## src/rtl/core/itmc_pkg.sv

```systemverilog
// Shared types, constants and register map of the IMU touch/motion classifier.
// Used by itmc_div, itmc_sqrt and the top level; no dependencies.
package itmc_pkg;

   localparam int unsigned CFG_W    = 17;
   localparam int unsigned NUM_CFG  = 8;
   localparam int unsigned CFG_IW   = $clog2(NUM_CFG);
   localparam int unsigned CSR_AW   = CFG_IW + 2;
   localparam int unsigned CSR_DW   = 32;

   // register indexes
   localparam logic [CFG_IW-1:0] REG_TAP_JERK_MIN       = 3'd0;
   localparam logic [CFG_IW-1:0] REG_TAP_BACKGROUND_MAX = 3'd1;
   localparam logic [CFG_IW-1:0] REG_LIFT_UPWARD_MIN    = 3'd2;
   localparam logic [CFG_IW-1:0] REG_SHAKE_LIN_MIN      = 3'd3;
   localparam logic [CFG_IW-1:0] REG_CONTACT_LIN_MIN    = 3'd4;
   localparam logic [CFG_IW-1:0] REG_CONTACT_LIN_MAX    = 3'd5;
   localparam logic [CFG_IW-1:0] REG_STROKE_GYRO_MAX    = 3'd6;
   localparam logic [CFG_IW-1:0] REG_QUIET_LIN_MAX      = 3'd7;

   localparam logic [CFG_W-1:0] CFG_RESET [NUM_CFG] = '{
      17'd8192, 17'd820, 17'd1229, 17'd4096, 17'd205, 17'd2048, 17'd1000, 17'd123
   };

   // filter time constants and posture limits
   localparam int unsigned GRAVITY_TAU_MS = 150;
   localparam int unsigned FEATURE_TAU_MS = 200;
   localparam int unsigned UPWARD_TAU_MS  = 100;
   localparam logic signed [15:0] FACE_LIMIT      = 16'sd11469;
   localparam logic signed [15:0] NEG_FACE_LIMIT  = -16'sd11469;
   localparam logic signed [15:0] INVERTED_LIMIT  = -16'sd8192;

   // timing constants, ms, and the minimum gravity magnitude
   localparam logic [6:0]  STEP_DEFAULT_MS    = 7'd10;
   localparam logic [31:0] STEP_MAX_MS        = 32'd100;
   localparam logic [15:0] HOLD_MS            = 16'd400;
   localparam logic [15:0] STROKE_HOLD_MS     = 16'd1300;
   localparam logic [31:0] CONTACT_BLOCK_MS   = 32'd800;
   localparam logic [31:0] TAP_REFRACTORY_MS  = 32'd250;
   localparam logic [31:0] LIFT_REFRACTORY_MS = 32'd800;
   localparam logic [31:0] MAG_MIN            = 32'd26844;

   typedef enum logic [1:0] {
      CLS_QUIET, CLS_STROKE, CLS_HELD, CLS_SHAKE
   } cls_type;

   typedef enum logic [1:0] {
      EVT_NONE, EVT_TAP, EVT_LIFT
   } evt_type;

   // iterative divider
   localparam int unsigned DIV_NW = 48;
   localparam int unsigned DIV_DW = 32;

   typedef struct packed {
      logic              start;
      logic [DIV_NW-1:0] num;
      logic [DIV_DW-1:0] den;
   } div_req_type;

   typedef struct packed {
      logic              done;
      logic [DIV_NW-1:0] quo;
   } div_rsp_type;

   // iterative square root
   localparam int unsigned SQ_RW = 64;
   localparam int unsigned SQ_QW = SQ_RW / 2;

   typedef struct packed {
      logic             start;
      logic [SQ_RW-1:0] rad;
   } sqrt_req_type;

   typedef struct packed {
      logic             done;
      logic [SQ_QW-1:0] root;
   } sqrt_rsp_type;

endpackage

```

## src/rtl/core/itmc_div.sv

```systemverilog
// Restoring unsigned divider, one quotient bit per cycle.
// Depends on itmc_pkg.
module itmc_div (
   input  logic                clock,
   input  logic                reset,
   input  itmc_pkg::div_req_type req,
   output itmc_pkg::div_rsp_type rsp
);
   import itmc_pkg::*;

   localparam int unsigned CW = $clog2(DIV_NW);
   localparam logic [CW-1:0] LAST = CW'(DIV_NW - 1);

   logic              busy_ff, busy_in;
   logic              done_ff, done_in;
   logic [CW-1:0]     cnt_ff, cnt_in;
   logic [DIV_NW-1:0] quo_ff, quo_in;
   logic [DIV_DW-1:0] rem_ff, rem_in;
   logic [DIV_DW-1:0] den_ff, den_in;
   logic [DIV_DW:0]   trial;
   logic [DIV_DW:0]   diff;
   logic              ge;

   always_comb begin
      trial   = {rem_ff, quo_ff[DIV_NW-1]};
      diff    = trial - {1'b0, den_ff};
      ge      = (trial >= {1'b0, den_ff});
      busy_in = busy_ff;
      done_in = 1'b0;
      cnt_in  = cnt_ff;
      quo_in  = quo_ff;
      rem_in  = rem_ff;
      den_in  = den_ff;
      if (req.start) begin
         busy_in = 1'b1;
         cnt_in  = '0;
         quo_in  = req.num;
         rem_in  = '0;
         den_in  = req.den;
      end else if (busy_ff) begin
         rem_in = ge ? diff[DIV_DW-1:0] : trial[DIV_DW-1:0];
         quo_in = {quo_ff[DIV_NW-2:0], ge};
         cnt_in = cnt_ff + 1'b1;
         if (cnt_ff == LAST) begin
            busy_in = 1'b0;
            done_in = 1'b1;
         end
      end
   end

   always_ff @(posedge clock) begin
      if (reset) begin
         busy_ff <= 1'b0;
         done_ff <= 1'b0;
      end else begin
         busy_ff <= busy_in;
         done_ff <= done_in;
      end
   end

   always_ff @(posedge clock) begin
      cnt_ff <= cnt_in;
      quo_ff <= quo_in;
      rem_ff <= rem_in;
      den_ff <= den_in;
   end

   assign rsp.done = done_ff;
   assign rsp.quo  = quo_ff;

endmodule

```

## config.mk

```make
export PLATFORM = sky130hd
export DESIGN_NAME = itmc_div
export DESIGN_NICKNAME = d
export VERILOG_FILES = /design/src/rtl/core/itmc_pkg.sv /design/src/rtl/core/itmc_div.sv
export SDC_FILE = /design/constraint.sdc
export NUM_CORES = 1
export LEC_CHECK = 0
export CORE_ASPECT_RATIO = 1.25
export CORE_UTILIZATION = 35
export CTS_CLUSTER_DIAMETER = 100
export DETAILED_ROUTE_END_ITERATION = 7
export DONT_BUFFER_PORTS = 1
export GPL_TIMING_DRIVEN = 0
export PLACE_DENSITY = 0.56
export SYNTH_ARGS = -nofsm -noshare
export SYNTH_HDL_FRONTEND = slang
export SYNTH_SLANG_ARGS = --single-unit
```

## constraint.sdc

```tcl
create_clock -name clock -period 4.9 [get_ports clock]
set_input_delay 1.47 -clock clock [delete_from_list [all_inputs] [get_ports clock]]
set_output_delay 1.47 -clock clock [all_outputs]
set_load 0.005 [all_outputs]
```

# [Yosys cells after proc, flatten, opt, wreduce, memory -nomap -nowiden]
# Cells that the tools add are included.
[op_classes] n_eq_ne=1 reduce_logical=2 n_bitwise=1 add_sub_neg=2 order_cmp=1 mux=7
[op_table] cell="two-way mux 48 bit" n=2
[op_table] cell="greater-or-equal comparator 33 x 32 -> 1 bit" n=1
[op_table] cell="two-way mux 32 bit" n=1
[op_table] cell="subtractor 32 bit" n=1
[op_table] cell="adder 6 x 1 -> 6 bit, second input constant" n=1
[op_table] cell="== test 6 bit, second input constant" n=1
[op_table] cell="two-way mux 1 bit" n=4
[op_table] cell="OR reduction 3 bit" n=1
[op_table] cell="nonzero test 2 bit" n=1
[op_table] cell="NOT 1 bit" n=1
[totals] regBits=120 output_inout_bits=49 input_bits=83 word_cells=20

# [Depth between registers and ports, before layout]
[logic_depth] word_depth=4 mapped_depth=14 ltp_nobuf=12

# [Worst setup path after synthesis]
# Ideal clock, no wire load.
[synth_timing] path_kind="input to register" from="input port req[80] (netlist name)" to="register quo_ff[0] (enable)" cell_stages=3 t_required_ps=4516 setup_ps=384 path_slack_ps=1813 path_buffers=2 t_arrival_ps=2702 cell_sequence="clkbuf_1 -> clkbuf_1 -> or2_2"
[synth_via] elab_chain_cells=1
[synth_rtl] item="start, declared" line="itmc_div.sv:6" text="input itmc_pkg::div_req_type req,"
[synth_rtl] item="nonzero test 2 bit (no source line)"
[synth_rtl] item="end signal, assigned" line="itmc_div.sv:63" text="quo_ff <= quo_in;"
[synth_rtl] item="end, declared" line="itmc_div.sv:17" text="logic [DIV_NW-1:0] quo_ff, quo_in;"
# Every way passes these cells.
# A chain may end at the register's enable or synchronous reset.

# [Final worst setup path]
[layout_timing] from="input port req[80] (netlist name)" to="register quo_ff[45] (enable)"
# The elaborated chain is that of the path after synthesis.

==> impl_metrics.csv <==
group,metric,value,unit
run_status,outcome,"completed",
logic_synthesis,ys_ff_latch,120,
critical_path,rr_endpoint,"rem_ff[30]",
logic_synthesis,avgSynthCellArea,10.71,um^2
cells_and_area,area_growth,13.15,%
clocking,cts_buffers,17,
floorplan,start_util,0.3600,
power,finalPower,3076,uW
placed_design,numPortBuffers,0,
clocking,cts_tree,"done",
floorplan,die_w,124.5,um
sta,fin_tns_setup,0,ns
logic_synthesis,yosysMostFrequentCell,"edfxtp_1",
power,vdd_drop_max,0.2548,mV
sta,post-route-min-period,3.323,ns
worst_hold_path,holdPathStages,2,
sta,max_slew.worst_pin.slew,1.102,ns
clocking,cts_root_buffer,"clkbuf_16",
global_routing,grt_max_degree,49,
critical_path,reg2reg_from,"quo_ff[47]",
logic_synthesis,syn_nets,730,
floorplan,io_pins,132,
floorplan,fp.dieArea,0.01931,mm^2
critical_path,reg2regPathDepth,12,
critical_path,worstSetupPathType,"primary input to register",
critical_path,crit_arrival,3.36,ns
worst_hold_path,holdPathEnd,"rem_ff[1]",
logic_synthesis,synth_top_area_share,0.3659,
sta,slew_headroom,0.2653,
cells_and_area,n_fill_cell,1781,
cells_and_area,final_util,0.4073,
routing,viasPerCell,5.346,
clocking,cts_max_level,4,
sta,rsz0062_at_grt,"no",
routing,drt_iter0_markers,229,
logic_synthesis,synth_ff_type,"edfxtp_1",
critical_path,critPathMaxFanout,48,
critical_path,startpoint_type,"primary input",
placed_design,dp_slack,1.131,ns
routing,ant_nets,0,
floorplan,num_rows,55,
global_routing,overflow,0,
routing,drc_errors,0,
critical_path,endpoint_kind,"register",
run,drv_cap,0,
logic_synthesis,synth_edf_count,80,
sta,slew_violations,0,
sta,min_period_over_period,0.6782,
logic_synthesis,ys_top_cells_by_area,"edfxtp_1 37%, dfxtp_1 12%, mux2_2 8.2%",
logic_synthesis,yosysWarnings,0,
power,p_per_area,414.1,mW/mm^2
sta,finClkSkew,0.008364,ns
clocking,clockBufferDepth,2,
logic_synthesis,synth_area,0.006565,mm^2
logic_synthesis,yosysUniqueCellTypes,50,
worst_hold_path,min_from,"rem_ff[1]",
routing,route.vias.total,4667,
cells_and_area,nets,749,
logic_synthesis,seq_area_frac_synth,0.4879,
sta,max_freq,300.9,MHz
critical_path,crit_required,4.93,ns
placed_design,gp_congestion,0.8755,
clocking,cts_resized,0,
clocking,clkTransAtPathRegs,0.06,ns
logic_synthesis,syn_inst,613,
clocking,insertion_delay,0.42,ns
cells_and_area,drive_above_1_share,0.1535,
routing,routed_wl,15760,um
global_routing,grt_pass1_vias,4872,
routing,wl_per_cell,18.05,um
critical_path,ff2ff_setup_slack,1.68,ns
logic_synthesis,async_flop_share,0,
sta,finalSetupViolations,0,
placed_design,dp_hpwl,11690,um
global_routing,grtUsageTotal,0.1676,
routing,drtPass1Iterations,4,
logic_synthesis,synth_top_area_cell,"edfxtp_1",
floorplan,core,0.01824,mm^2
power,p_leak,0.002877,uW
cells_and_area,num_antenna_cells,0,
global_routing,antenna_found_initial,2,
worst_hold_path,holdCritPathClass,"register to register",
clocking,postCtsSetupRepairBufs,0,
clocking,cts.sinks,120,
logic_synthesis,synth_common_cells,"80 x edfxtp_1, 56 x nor2_1, 48 x mux2_2",
global_routing,grt_pass1_wl,25160,um
sta,setup_slack,1.577,ns
sta,hold_viol_final,0,
floorplan,die-height,155.1,um
clocking,cts_hold_buffers,0,
cell type report:
cell class	instances	area (um^2)	share of cell area
flip-flops and latches	120	3203	0.4312
multi-input cells	421	3059	0.4118
clock buffers	17	425.4	0.05727
well taps	228	285.3	0.03840
inverters	44	165.2	0.02223
clock inverters	15	152.6	0.02055
plain buffers	28	137.6	0.01853
metal layers:
layer | part of all wire | track usage | vias to the layer above
met4 | 0.016 | 0.06426 | 4
li1 | - | - | 2270
met3 | 0.085 | 0.06981 | 22
met2 | 0.50 | 0.2920 | 146
met5 | 0.0011 | 0 | -
met1 | 0.40 | 0.1801 | 2225
how the worst max path moves through the flow:
stage,from,end,cells past startpoint
2_1_floorplan,req[80],quo_ff[0],3
3_3_place_gp,req[80],quo_ff[0],3
3_5_place_dp,req[80],quo_ff[6],3
4_1_cts,req[80],quo_ff[16],3
5_1_grt,req[80],quo_ff[16],3
6_report,req[80],quo_ff[45],3
registers in the layout, summed over array words and instances (netlist names):
register,count
cnt_ff,6
quo_ff,48
busy_ff,1
done_ff,1
rem_ff,32
den_ff,32
stage by stage:
step / instance area [um^2] / hold WS [ns] / instances
finish: 7428 / 0.4961 / 873
global route: 7428 / 0.5098 / 873
CTS: 7428 / 0.4987 / 873
detailed placement: 6850 / 0.4904 / 841
global placement: 6850 / 0.4677 / 841
floorplan: 6565 / 0.4584 / 613
placed cells by master, fill, tap and decap left out, types with 5 or more instances in the layout:
| master | instances |
|---|---|
| o21bai_1 | 7 |
| nand2_1 | 40 |
| mux2_2 | 48 |
| clkbuf_1 | 15 |
| o21ai_1 | 5 |
| a211oi_1 | 24 |
| buf_2 | 5 |
| clkbuf_16 | 17 |
| nor2_1 | 56 |
| nand2b_1 | 7 |
| edfxtp_1 | 80 |
| o31ai_1 | 5 |
| a21oi_1 | 45 |
| nand4_1 | 12 |
| o211ai_1 | 8 |
| mux2i_1 | 20 |
| xor2_1 | 10 |
| o21ai_0 | 22 |
| dfxtp_1 | 40 |
| a21o_1 | 14 |
| ha_1 | 33 |
| xnor2_1 | 19 |
| inv_1 | 44 |
kinds of logic after synthesis:
| kind of cell | share of synthesized area |
|---|---|
| buffers and inverters | 0.04612 |
| adder cells (fa/ha/maj) | 0.06594 |
| multiplexers | 0.1128 |
| XOR/XNOR | 0.03869 |
| flip-flops | 0.4879 |
| AO/OA/AOI/OAI | 0.1527 |
| AND/OR/NAND/NOR | 0.09587 |
power by group:
group	internal, uW	switching (uW)	leakage (uW)
Sequential	1190	69.5	0.00112
Clock	747	473	0.000273
Combinational	253	342	0.00148
worst max-delay path, stage by stage:
cell	delay [ns]
clkbuf_1	0.36
clkbuf_1	0.53
or2_2	0.96
No activity file was read; power rests on OpenSTA's default activity.
