`src/rtl/core/itmc_pkg.sv`:
```
// Shared types, constants and register map of the IMU touch/motion classifier.
// Used by itmc_div, itmc_sqrt and the top level; no dependencies.
package itmc_pkg;

   localparam int unsigned CFG_W    = 17;
   localparam int unsigned NUM_CFG  = 8;
   localparam int unsigned CFG_IW   = $clog2(NUM_CFG);
   localparam int unsigned CSR_AW   = CFG_IW + 2;
   localparam int unsigned CSR_DW   = 32;

   // register indexes
   localparam logic [CFG_IW-1:0] REG_TAP_JERK_MIN       = 3'd0;
   localparam logic [CFG_IW-1:0] REG_TAP_BACKGROUND_MAX = 3'd1;
   localparam logic [CFG_IW-1:0] REG_LIFT_UPWARD_MIN    = 3'd2;
   localparam logic [CFG_IW-1:0] REG_SHAKE_LIN_MIN      = 3'd3;
   localparam logic [CFG_IW-1:0] REG_CONTACT_LIN_MIN    = 3'd4;
   localparam logic [CFG_IW-1:0] REG_CONTACT_LIN_MAX    = 3'd5;
   localparam logic [CFG_IW-1:0] REG_STROKE_GYRO_MAX    = 3'd6;
   localparam logic [CFG_IW-1:0] REG_QUIET_LIN_MAX      = 3'd7;

   localparam logic [CFG_W-1:0] CFG_RESET [NUM_CFG] = '{
      17'd8192, 17'd820, 17'd1229, 17'd4096, 17'd205, 17'd2048, 17'd1000, 17'd123
   };

   // filter time constants and posture limits
   localparam int unsigned GRAVITY_TAU_MS = 150;
   localparam int unsigned FEATURE_TAU_MS = 200;
   localparam int unsigned UPWARD_TAU_MS  = 100;
   localparam logic signed [15:0] FACE_LIMIT      = 16'sd11469;
   localparam logic signed [15:0] NEG_FACE_LIMIT  = -16'sd11469;
   localparam logic signed [15:0] INVERTED_LIMIT  = -16'sd8192;

   // timing constants, ms, and the minimum gravity magnitude
   localparam logic [6:0]  STEP_DEFAULT_MS    = 7'd10;
   localparam logic [31:0] STEP_MAX_MS        = 32'd100;
   localparam logic [15:0] HOLD_MS            = 16'd400;
   localparam logic [15:0] STROKE_HOLD_MS     = 16'd1300;
   localparam logic [31:0] CONTACT_BLOCK_MS   = 32'd800;
   localparam logic [31:0] TAP_REFRACTORY_MS  = 32'd250;
   localparam logic [31:0] LIFT_REFRACTORY_MS = 32'd800;
   localparam logic [31:0] MAG_MIN            = 32'd26844;

   typedef enum logic [1:0] {
      CLS_QUIET, CLS_STROKE, CLS_HELD, CLS_SHAKE
   } cls_type;

   typedef enum logic [1:0] {
      EVT_NONE, EVT_TAP, EVT_LIFT
   } evt_type;

   // iterative divider
   localparam int unsigned DIV_NW = 48;
   localparam int unsigned DIV_DW = 32;

   typedef struct packed {
      logic              start;
      logic [DIV_NW-1:0] num;
      logic [DIV_DW-1:0] den;
   } div_req_type;

   typedef struct packed {
      logic              done;
      logic [DIV_NW-1:0] quo;
   } div_rsp_type;

   // iterative square root
   localparam int unsigned SQ_RW = 64;
   localparam int unsigned SQ_QW = SQ_RW / 2;

   typedef struct packed {
      logic             start;
      logic [SQ_RW-1:0] rad;
   } sqrt_req_type;

   typedef struct packed {
      logic             done;
      logic [SQ_QW-1:0] root;
   } sqrt_rsp_type;

endpackage

```
`src/rtl/core/itmc_sqrt.sv`:
```
// Digit-by-digit integer square root, one root bit per cycle (floor result).
// Depends on itmc_pkg.
module itmc_sqrt (
   input  logic                 clock,
   input  logic                 reset,
   input  itmc_pkg::sqrt_req_type req,
   output itmc_pkg::sqrt_rsp_type rsp
);
   import itmc_pkg::*;

   localparam int unsigned CW = $clog2(SQ_QW);
   localparam logic [CW-1:0] LAST = CW'(SQ_QW - 1);

   logic             busy_ff, busy_in;
   logic             done_ff, done_in;
   logic [CW-1:0]    cnt_ff, cnt_in;
   logic [SQ_RW-1:0] rad_ff, rad_in;
   logic [SQ_QW+1:0] rem_ff, rem_in;
   logic [SQ_QW-1:0] root_ff, root_in;
   logic [SQ_QW+3:0] rem_t;
   logic [SQ_QW+3:0] trial;
   logic [SQ_QW+3:0] diff;
   logic             ge;

   always_comb begin
      rem_t   = {rem_ff, rad_ff[SQ_RW-1 -: 2]};
      trial   = {2'b00, root_ff, 2'b01};
      diff    = rem_t - trial;
      ge      = (rem_t >= trial);
      busy_in = busy_ff;
      done_in = 1'b0;
      cnt_in  = cnt_ff;
      rad_in  = rad_ff;
      rem_in  = rem_ff;
      root_in = root_ff;
      if (req.start) begin
         busy_in = 1'b1;
         cnt_in  = '0;
         rad_in  = req.rad;
         rem_in  = '0;
         root_in = '0;
      end else if (busy_ff) begin
         rem_in  = ge ? diff[SQ_QW+1:0] : rem_t[SQ_QW+1:0];
         root_in = {root_ff[SQ_QW-2:0], ge};
         rad_in  = {rad_ff[SQ_RW-3:0], 2'b00};
         cnt_in  = cnt_ff + 1'b1;
         if (cnt_ff == LAST) begin
            busy_in = 1'b0;
            done_in = 1'b1;
         end
      end
   end

   always_ff @(posedge clock) begin
      if (reset) begin
         busy_ff <= 1'b0;
         done_ff <= 1'b0;
      end else begin
         busy_ff <= busy_in;
         done_ff <= done_in;
      end
   end

   always_ff @(posedge clock) begin
      cnt_ff  <= cnt_in;
      rad_ff  <= rad_in;
      rem_ff  <= rem_in;
      root_ff <= root_in;
   end

   assign rsp.done = done_ff;
   assign rsp.root = root_ff;

endmodule

```
`config.mk`:
```
export PLATFORM = sky130hd
export DESIGN_NAME = itmc_sqrt
export DESIGN_NICKNAME = d
export VERILOG_FILES = /design/src/rtl/core/itmc_pkg.sv /design/src/rtl/core/itmc_sqrt.sv
export SDC_FILE = /design/constraint.sdc
export NUM_CORES = 1
export LEC_CHECK = 0
export BUFFER_PORTS_ARGS = -buffer_cell sky130_fd_sc_hd__buf_4
export CAP_MARGIN = 30
export CORE_MARGIN = 4
export CORE_UTILIZATION = 50
export DETAILED_ROUTE_END_ITERATION = 10
export PLACE_DENSITY_LB_ADDON = 0.2
export SLEW_MARGIN = 30
export SYNTH_ARGS = -nofsm -noshare
export SYNTH_HDL_FRONTEND = slang
export SYNTH_SLANG_ARGS = --single-unit
```
`constraint.sdc`:
```
create_clock -name clock -period 3.2 [get_ports clock]
set_clock_uncertainty 0.15 [all_clocks]
set_input_delay 0.96 -clock clock [delete_from_list [all_inputs] [get_ports clock]]
set_output_delay 0.96 -clock clock [all_outputs]
set_load 0.02 [all_outputs]
```
### After elaboration in Yosys (flattened, before gate mapping)

Cells that the tools add are included.

| storage, ports and cells | value |
|---|---|
| register bits | 137 |
| word-level logic and storage cells | 20 |
| bits of input ports | 67 |
| output and inout bits | 33 |

| cells by class | value |
|---|---|
| bitwise gates (word level) | 1 |
| reduce and logical (&&, ||, !) cells | 2 |
| eq/ne operators | 1 |
| muxes and demuxes | 7 |
| magnitude comparators | 1 |
| add/sub/neg operators | 2 |

Operators with widths:

| kind | number |
|---|---|
| $mux 64 | 2 |
| $ge 36x34->1 | 1 |
| $mux 34 | 1 |
| $sub 34x34->34 | 1 |
| $add 5x1->5 const B | 1 |
| $eq 5x5->1 const B | 1 |
| $mux 1 | 4 |
| $reduce_or 3->1 | 1 |
| $reduce_bool 2->1 | 1 |
| $not 1->1 | 1 |

### Longest topological paths before layout

Gate-level depths: netlist of run 1.

| logic depth | value |
|---|---|
| depth after elaboration | 4 |
| gate-level depth with buffers | 14 |
| depth with buffers taken out | 11 |

### Worst setup path before layout of run 1

OpenSTA, ideal clock, no wires.

| timing | value |
|---|---|
| path kind | register to register |
| from | register root_ff[15] |
| to | register rem_ff[0] |
| library setup time | 0.131 ns |
| data required time | 2.919 ns |
| setup slack | -0.040 ns |
| buffers on the path | 3 |
| clock period less this slack | 3.240 ns |
| stages on the path, launching flop included | 15 |
| arrival | 2.959 ns |
| cell sequence | dfxtp_1 -> inv_1 -> ha_1 -> buf_2 -> a21o_1 -> a21o_1 -> a21o_1 -> a211oi_2 -> nand3_1 -> a311o_1 -> a21oi_4 -> buf_6 -> buf_6 -> xnor2_1 -> o22ai_1 |

| between the ends | value |
|---|---|
| cells in the longest elaborated chain, start to end | 2 |

RTL lines:

| item | RTL line | source |
|---|---|---|
| from (decl) | itmc_sqrt.sv:19 | `logic [SQ_QW-1:0] root_ff, root_in;` |
| from (signal assigned) | itmc_sqrt.sv:68 | `root_ff <= root_in;` |
| $ge 36x34->1 | itmc_sqrt.sv:29 | `ge = (rem_t >= trial);` |
| $mux 34 | itmc_sqrt.sv:43 | `rem_in = ge ? diff[SQ_QW+1:0] : rem_t[SQ_QW+1:0];` |
| to (signal assigned) | itmc_sqrt.sv:67 | `rem_ff <= rem_in;` |
| to (decl) | itmc_sqrt.sv:18 | `logic [SQ_QW+1:0] rem_ff, rem_in;` |

Every way passes these cells.
A chain may end at the register's enable or synchronous reset.

### Worst setup path after layout of run 1

| timing | value |
|---|---|
| from | register root_ff[15] |
| to | register rem_ff[20] |

| between the ends | value |
|---|---|
| cells in the longest elaborated chain, start to end | 2 |
| elaborated cells on any way between the ends | 3 |
| those cells by class | add/sub (1); order compare (1); mux (1) |

RTL lines:

| item | RTL line |
|---|---|
| $sub 34x34->34 / $ge 36x34->1 (equally long branches) | itmc_sqrt.sv:28, itmc_sqrt.sv:29 |
| $mux 34 (*) | itmc_sqrt.sv:43 |

Every way passes the cells marked *; elsewhere a longest branch is shown, timed or not.

==> impl_metrics.yaml, run 1 <==
floorplan:
  row_count: 44
  fp.dieArea_um2: 17000
  chipWidth_um: 130
  initial_core_util: 0.514
  die_y_um: 130
  io_pins: 100
  coreArea_um2: 14600
sta:
  relSlewSlack: 0.567
  fin_setup_tns_ns: 0
  tightestPinTransition_ns: 0.650
  rsz0062_at_grt: "true"
  hold_slack_ns: 0.355
  setup_violations: 0
  period_minus_slack_ns: 3.04
  period_share: 0.951
  maxSlewViolCount: 0
  final_hold_viol_count: 0
  fmax_mhz: 329
worst_setup_path:
  cpMaxStageDelayCell: "a311o_1"
  cp.required_ns: 3.31
  worst_path_largest_cell_delay_ns: 0.36
  critPathCapture: "rem_ff[20]"
  critical_path_class: "flip-flop to flip-flop"
  path_max_fanout: 11
  path_cells: "inv_1 -> ha_1 -> a21o_1 -> a21o_1 -> a21o_1 -> a211oi_2 -> nand3_1 -> a311o_1 -> a21oi_4 -> buf_4 -> buf_12 -> mux2i_1 -> a211oi_1"
  end_kind: "flip-flop"
  r2r-end: "rem_ff[20]"
  regToRegSetupSlack_ns: 0.16
  worstReg2RegStart: "root_ff[15]"
  r2r_cells: 13
  crit_start: "root_ff[15]"
  startpoint_type: "flip-flop"
  cp_common_cell: "a21o_1"
  worstPathArrival_ns: 3.15
pwr:
  ir_drop_mv: 0.421
  leakage_nw: 3.88
  p_total_mw: 7.07
  powerDensity_nw_per_um2: 752
global_routing:
  overflow: 0
  grt_max_degree: 71
  grt_usage: 0.193
  grt.met3_usage: 0.0691
  grt_pass1_wl_mm: 26.6
  gr-max-usage-layer: "met2"
  antenna_found_initial: 0
  grt_use_met1: 0.247
  gr-usage-met2: 0.310
  grt_pass1_vias: 5563
synth:
  synth-async-reset-ratio: 0
  synth.yosys.warnings: 0
  synth.area.top_cells: "edfxtp_1 26%, dfxtp_1 20%, mux2_2 9.3%, mux2i_1 8.0%, ha_1 6.0%"
  syn_area_um2: 7490
  synthCells: 713
  synth_edf_count: 64
  ys_ff_latch: 137
  yosysSeqAreaShare: 0.452
  yosysMostFrequentCell: "nor2_1"
  synth_common_cells: "80 x nor2_1, 73 x dfxtp_1, 64 x edfxtp_1, 62 x mux2_2, 60 x mux2i_1"
  netlist.area_leader.share: 0.257
  ys.flop_type: "dfxtp_1"
  yosysTopAreaCell: "edfxtp_1"
  syn_nets: 816
  avgSynthCellArea_um2: 10.5
  ys_types: 53
clock_tree:
  numCtsBuffers: 17
  clockRootBuffer: "clkbuf_16"
  cts.sinks: 137
  htree_levels: 4
  clk_pin_slew_ns: 0.06
  cts_tree: "done"
  clk_latency_ns: 0.42
  cts_buffer_depth: 2
outcome:
  status: "finished, final reports clean"
finish:
  nets: 925
  register_area_um2: 3390
  drive_gt1_frac: 0.307
  area_delta_synth_final_pct: 25.5
  multi_input_area_um2: 3890
  finalNonFillerCells: 1019
  antennaDiodeCount: 0
  n_fill_cell: 1133
detailed_routing:
  firstDrtPassIters: 5
  drc: 0
  wl_mm: 16.3
  detail-route-antenna-nets: 0
  drt_first_iter_violations: 311
  drt-wirelength-per-cell_um: 16.0
  viasPerCell: 5.54
  num_vias: 5643
placement:
  place_congestion: 0.901
  io_buffers: 99
  hpwl_mm: 10.8
  dp.cells: 983
run:
  drv_cap: 0
worst_hold_path:
  hp-class: "flip-flop to flip-flop"
-- per-stage QoR --
step | setup WS (ns) | instance area, um^2 | utilization
3_3_place_gp | 0.0321 | 8550 | 0.586
5_1_grt | -0.0170 | 9400 | 0.644
6_report | 0.156 | 9400 | 0.644
2_1_floorplan | 0.00982 | 7490 | -
4_1_cts | 0.0322 | 9200 | 0.630
3_5_place_dp | 0.0532 | 8550 | 0.586
-- layout make-up --
| type | count | area share |
|---|---|---|
| Timing Repair Buffer | 134 | 0.116 |
| Sequential cell | 137 | 0.361 |
| Clock buffer | 20 | 0.0475 |
| Inverter | 40 | 0.0160 |
| Tap cell | 184 | 0.0245 |
| Clock inverter | 12 | 0.0212 |
| Multi-Input combinational cell | 492 | 0.414 |
-- critical path, delay by kind of cell (launching register included) --
family	cells	cell delay (ns)
buffers and inverters	3	0.36
adders and majority gates	1	0.29
and+or+nand+nor	1	0.13
AOI/OAI and AO/OA	7	1.39
muxes	1	0.22
DFF	1	0.35
-- cell usage in the layout (no fill, tap or decap), drive strengths merged, types with 3 or more instances in the layout --
| cell | instances |
|---|---|
| a211oi | 32 |
| a21o | 26 |
| a21oi | 31 |
| a31oi | 4 |
| and2 | 5 |
| and3 | 6 |
| and4 | 3 |
| buf | 132 |
| bufinv | 5 |
| clkbuf | 22 |
| clkinv | 4 |
| dfxtp | 73 |
| edfxtp | 64 |
| ha | 36 |
| inv | 41 |
| mux2 | 63 |
| mux2i | 60 |
| nand2 | 21 |
| nand2b | 4 |
| nand3 | 12 |
| nand4 | 6 |
| nor2 | 80 |
| nor2b | 7 |
| nor3 | 4 |
| nor3b | 3 |
| o211ai | 3 |
| o21ai | 19 |
| o21bai | 4 |
| o22ai | 4 |
| xnor2 | 15 |
| xor2 | 19 |
-- state kept, by name, indices dropped and copies added, names as in the netlist --
signal	cells
rem_ff	34
busy_ff	1
rad_ff	64
root_ff	32
cnt_ff	5
done_ff	1
-- report_power, final --
part	switching (mW)	total [mW]	internal [mW]
Sequential	0.105	2.14	2.04
Clock	0.752	2.16	1.40
Combinational	1.39	2.78	1.39
Total	2.25	7.07	4.83
-- logic make-up (layout without fill, tap and decap cells) --
group	count (synthesis)	count (layout)	share of synthesized area
and+or+nand+nor	156	156	0.0957
AOI/OAI and AO/OA	143	143	0.131
DFF	137	137	0.452
muxes	123	123	0.175
buffers and inverters	84	206	0.0469
adders and majority gates	36	36	0.0601
xor gates and xnor gates	34	34	0.0397
-- timing repair --
item / 4_1_cts / 5_1_grt
endpoints found under the setup margin: 0 / 33
gates resized for setup: 0 / 32
hold endpoints to repair: 0 / 0
buffers inserted: 0 / 2
hold buffers: 0 / 0
-- worst min path at each step --
| stage | depth (start not counted) | endpoint | slack [ns] | from |
|---|---|---|---|---|
| after floorplan | 2 | rem_ff[32] | 0.31 | rem_ff[32] |
| after global placement | 2 | cnt_ff[4] | 0.33 | cnt_ff[4] |
| after detailed placement | 2 | rem_ff[2] | 0.35 | rem_ff[2] |
| after CTS | 2 | rem_ff[2] | 0.36 | rem_ff[2] |
| after global routing | 2 | rem_ff[26] | 0.38 | rem_ff[26] |
| final | 2 | rem_ff[11] | 0.35 | rem_ff[11] |
-- metal layers --
metal	part of all wire	vias up	routed length [um]
li1	-	2804	-
met4	0.015	0	250
met3	0.071	22	1160
met2	0.48	151	7780
met1	0.44	2666	7150
met5	0	-	0
Note: power is estimated with default switching activity, not from simulation.
==> inputs of run 2 (changes only) <==
--- a/config.mk
+++ b/config.mk
@@ -7,10 +7,10 @@
 export LEC_CHECK = 0
 export BUFFER_PORTS_ARGS = -buffer_cell sky130_fd_sc_hd__buf_4
 export CAP_MARGIN = 30
-export CORE_MARGIN = 4
 export CORE_UTILIZATION = 50
 export DETAILED_ROUTE_END_ITERATION = 10
 export PLACE_DENSITY_LB_ADDON = 0.2
+export REMOVE_ABC_BUFFERS = 1
 export SLEW_MARGIN = 30
 export SYNTH_ARGS = -nofsm -noshare
 export SYNTH_HDL_FRONTEND = slang
==> run 2 against run 1 <==
- core utilization is 0.13 points lower
- global-route usage is 0.90 points higher
- combinational power up 2%
- final area down 0.20%
- worst setup slack got worse by 0.076 ns
- wire length shrank 4.2%
- flip-flop and latch count unchanged
- sequential share of layout area is essentially flat
- first-iteration DRC count grew 22%
- total power decreased by 3.0%
- register-to-register slack worse by 0.08 ns
- non-clock buffer count grew 10
- critical endpoint is now rem_ff[31]
- highest routed layer unchanged
==> impl_metrics.yaml, run 2 (synthesized netlist as in run 1, its figures left out) <==
worst_setup_path:
  worstReg2RegStart: "root_ff[6]"
  path_buf_inv: 2
  path_cells: "inv_1 -> ha_2 -> a21oi_1 -> o211ai_1 -> a41oi_1 -> a2111oi_2 -> nor3_2 -> a211oi_1 -> buf_4 -> xor2_1 -> mux2i_1 -> a211oi_1"
  cpMaxStageDelayCell: "a2111oi_2"
  path_max_fanout: 6
  end_kind: "flip-flop"
  cp.required_ns: 3.39
  worst_path_largest_cell_delay_ns: 0.48
  cp_common_cell: "a211oi_1"
  worstPathArrival_ns: 3.31
  startpoint_type: "flip-flop"
  worst_path_dominant_cell_family: "compound AO/OA/AOI/OAI gates"
  crit_start: "root_ff[6]"
  critical_path_class: "flip-flop to flip-flop"
sta:
  tightestPinTransition_ns: 0.628
  maxSlewViolCount: 0
  period_share: 0.975
  worst_slack_ns: 0.0804
  final_hold_viol_count: 0
  relSlewSlack: 0.581
  period_minus_slack_ns: 3.12
  setup_violations: 0
  fmax_mhz: 321
clock_tree:
  clockRootBuffer: "clkbuf_16"
  cts_tree: "done"
  clk_pin_slew_ns: 0.06
  numCtsBuffers: 17
  cts_buffer_depth: 2
  cts_hold_buf: 0
  htree_levels: 4
  cts.sinks: 137
  clk_latency_ns: 0.42
pwr:
  internal-power_mw: 4.62
  swShare: 0.326
  power_frac_seq: 0.313
  powerDensity_nw_per_um2: 731
  power_switching_mw: 2.24
  leakage_nw: 3.90
  p_comb_frac: 0.413
  p_clk_frac: 0.274
  ir_drop_mv: 0.544
  p_total_mw: 6.86
floorplan:
  io_pins: 100
  fp.dieArea_um2: 15500
  coreArea_um2: 14600
  chipWidth_um: 124
  initial_core_util: 0.514
  die_y_um: 124
  row_count: 44
placement:
  io_buffers: 99
  dp.cells: 988
  post-place-ws_ns: 0.0405
  place_congestion: 0.901
  hpwl_mm: 10.5
detailed_routing:
  wl_mm: 15.7
  drt-wirelength-per-cell_um: 15.2
  viasPerCell: 5.51
  firstDrtPassIters: 5
  drc: 0
  num_vias: 5668
  detail-route-antenna-nets: 0
  drt_first_iter_violations: 378
global_routing:
  grt_usage: 0.202
  grt_max_degree: 65
  antenna_found_initial: 0
  grt_pass1_wl_mm: 26.0
  overflow: 0
  grt_pass1_vias: 5627
finish:
  n_fill_cell: 1155
  drive_gt1_frac: 0.304
  register_area_um2: 3390
  fin_util: 0.643
  top_register: "rad_ff"
  area_delta_synth_final_pct: 25.2
  mostFrequentLayoutCell: "buf_4"
  nets: 935
  multi_input_area_um2: 3860
  reg_top3: "rad_ff x64, rem_ff x34, root_ff x32"
  antennaDiodeCount: 0
  layout_common_cells: "136 x buf_4, 80 x nor2_1, 69 x dfxtp_1"
  largest_reg_flops: 64
  finalNonFillerCells: 1029
worst_hold_path:
  hp-class: "flip-flop to flip-flop"
  min_from: "rem_ff[32]"
outcome:
  status: "finished, final reports clean"
run:
  drv_cap: 0
-- run 2: routing by layer --
layer / share of wire / vias up / track usage
li1: - / 2821 / -
met1: 0.44 / 2658 / 0.255
met2: 0.47 / 159 / 0.322
met3: 0.063 / 30 / 0.0644
met4: 0.022 / 0 / 0.0794
met5: 0 / - / 0
-- run 2: cell type report --
class | instances | area share
clock buffers | 20 | 0.0465
multi-input cells | 492 | 0.411
clock inverters | 12 | 0.0135
inverters | 40 | 0.0160
flip-flops and latches | 137 | 0.361
well taps | 184 | 0.0245
repair buffers | 144 | 0.127
-- run 2: worst paths after layout --
kind                endpoint  slack (ns)  cells after the start
hold reg to reg   rem_ff[32]        0.33                      2
setup / recovery  rem_ff[31]        0.08                     12
setup reg to reg  rem_ff[31]        0.08                     12
hold / removal    rem_ff[32]        0.33                      2
-- run 2: metrics by stage --
stage	hold WS [ns]	TNS, ns	cell area [um^2]
final	0.333	0	9380
after global routing	0.357	-0.347	9380
after CTS	0.337	0	9150
after detailed placement	0.329	0	8590
after global placement	0.320	0	8590
after floorplan	0.304	-82.31	7290
-- run 2: power by group through the flow --
stage	Clock (mW)	Combinational [mW]	Sequential, mW
2_1_floorplan	0	1.81	2.17
3_3_place_gp	0	2.40	2.17
3_5_place_dp	0	2.43	2.18
4_1_cts	1.93	2.46	2.15
5_1_grt	1.99	3.07	2.17
6_report	1.88	2.83	2.15
-- run 2: what timing repair did --
action | 4_1_cts | 5_1_grt
resized for setup | 0 | 24
endpoints found under the setup margin | 0 | 33
buffers inserted | 0 | 6
-- run 2: worst reg2reg max path, stage by stage, from the launching register on --
cell and delay, ns:
dfxtp_1 0.38, inv_1 0.07, ha_2 0.38, a21oi_1 0.10, o211ai_1 0.24, a41oi_1 0.22
a2111oi_2 0.48, nor3_2 0.15, a211oi_1 0.25, buf_4 0.17, xor2_1 0.14, mux2i_1 0.09
a211oi_1 0.22
==> inputs of run 3 (changes only) <==
--- a/config.mk
+++ b/config.mk
@@ -9,7 +9,7 @@
 export CAP_MARGIN = 30
 export CORE_UTILIZATION = 50
 export DETAILED_ROUTE_END_ITERATION = 10
-export PLACE_DENSITY_LB_ADDON = 0.2
+export PLACE_DENSITY_LB_ADDON = 0.25
 export REMOVE_ABC_BUFFERS = 1
 export SLEW_MARGIN = 30
 export SYNTH_ARGS = -nofsm -noshare
==> run 3 against run 2 <==
- non-clock buffer count decreased by 4
- die area unchanged
- via count about the same
- highest routed layer unchanged
- total power decreased by 0.59%
- cell count decreased by 0.39%
- final area decreased by 0.23%
- combinational power about the same
- clock-buffer cell count decreased by 2
==> impl_metrics.yaml, run 3 (synthesized netlist as in run 1, its figures left out) <==
placement:
  hpwl_mm: 10.5
  placed_area_um2: 8570
  io_buffers: 99
  place_congestion: 0.923
finish:
  antennaDiodeCount: 0
  reg_top3: "rad_ff x64, rem_ff x34, root_ff x32"
  drive_gt1_frac: 0.308
  fin_area_um2: 9360
  mostFrequentLayoutCell: "buf_4"
  area_delta_synth_final_pct: 24.9
  largest_reg_flops: 64
  layout_common_cells: "132 x buf_4, 80 x nor2_1, 70 x dfxtp_1"
  nets: 931
  top_register: "rad_ff"
clock_tree:
  cts.sinks: 137
  cts_buffer_depth: 2
  cts_tree: "done"
  htree_levels: 4
  clockRootBuffer: "clkbuf_16"
  clk_pin_slew_ns: 0.06
  numCtsBuffers: 17
  clk_latency_ns: 0.42
detailed_routing:
  drt_first_iter_violations: 251
  num_vias: 5672
  wl_mm: 15.4
  firstDrtPassIters: 4
  detail-route-antenna-nets: 0
  drt-wirelength-per-cell_um: 15.0
  drc: 0
  viasPerCell: 5.53
sta:
  period_share: 0.969
  period_minus_slack_ns: 3.10
  hold_slack_ns: 0.344
  tightestPinTransition_ns: 0.582
  fmax_mhz: 323
  final_hold_viol_count: 0
  fin_setup_tns_ns: 0
  relSlewSlack: 0.612
  maxSlewViolCount: 0
  setup_violations: 0
worst_setup_path:
  critical_path_class: "flip-flop to flip-flop"
  startpoint_type: "flip-flop"
  worstReg2RegStart: "root_ff[15]"
  crit_start: "root_ff[15]"
  cp.required_ns: 3.32
  path_max_fanout: 12
  end_kind: "flip-flop"
  worstPathArrival_ns: 3.22
global_routing:
  grt_pass1_vias: 5598
  grt_pass1_wl_mm: 25.8
  grt_max_degree: 65
  grt_usage: 0.202
  antenna_found_initial: 0
  overflow: 0
floorplan:
  io_pins: 100
  chipWidth_um: 124
  initial_core_util: 0.514
  fp.dieArea_um2: 15500
  coreArea_um2: 14600
  die_y_um: 124
  row_count: 44
worst_hold_path:
  min_from: "rem_ff[32]"
  hp-class: "flip-flop to flip-flop"
run:
  drv_cap: 0
pwr:
  leakage_nw: 3.88
  ir_drop_mv: 0.553
  powerDensity_nw_per_um2: 728
outcome:
  status: "finished, final reports clean"
[run 3: stage by stage]
step	total power, mW	setup slack (ns)	util	instances
detailed placement	4.62	0.0627	0.587	985
global placement	4.57	0.0583	0.587	985
CTS	6.53	0.0117	0.626	1017
global route	7.19	-0.0328	0.642	1025
floorplan	3.97	-0.943	-	669
finish	6.82	0.0993	0.642	1025
[run 3: per-layer routing]
| layer | vias to the layer above | global-route usage | share of wire |
|---|---|---|---|
| met5 | - | 0 | 0 |
| met4 | 0 | 0.0765 | 0.014 |
| met3 | 18 | 0.0670 | 0.060 |
| met2 | 145 | 0.323 | 0.48 |
| met1 | 2685 | 0.250 | 0.45 |
| li1 | 2824 | - | - |
[run 3: area by class of cell]
cell class | instances | area (um^2)
clock buffers | 18 | 429
clock inverters | 14 | 141
inverters | 40 | 150
fillers | 1138 | 5230
multi-input cells | 492 | 3880
repair buffers | 140 | 1140
flip-flops and latches | 137 | 3390
well taps | 184 | 230
[run 3: power breakdown]
part	switching (mW)	leakage, nW	internal (mW)
clock network	0.784	0.273	1.09
registers	0.112	1.24	2.04
logic	1.39	2.37	1.41
[run 3: final timing paths]
path / cells after the start / slack (ns) / end
worst max-delay path: 13 / 0.1 / rem_ff[28]
worst min-delay path: 2 / 0.34 / rem_ff[32]
worst max register to register: 13 / 0.1 / rem_ff[28]
worst min register to register: 2 / 0.34 / rem_ff[32]
[run 3: timing repair]
| item | 4_1_cts | 5_1_grt |
|---|---|---|
| hold buffers | 0 | 0 |
| buffers inserted | 0 | 7 |
| setup endpoints to repair | 0 | 32 |
| gates resized for setup | 0 | 28 |
[run 3: worst max-delay path: stages, from the launching register on]
cell,delay [ns]
dfxtp_1,0.33
inv_1,0.05
ha_1,0.31
a21o_1,0.21
a21o_1,0.18
a21o_1,0.20
a211oi_2,0.24
nand3_2,0.11
a311o_1,0.36
a21oi_4,0.21
buf_6,0.14
buf_12,0.15
mux2i_1,0.22
a211oi_1,0.11
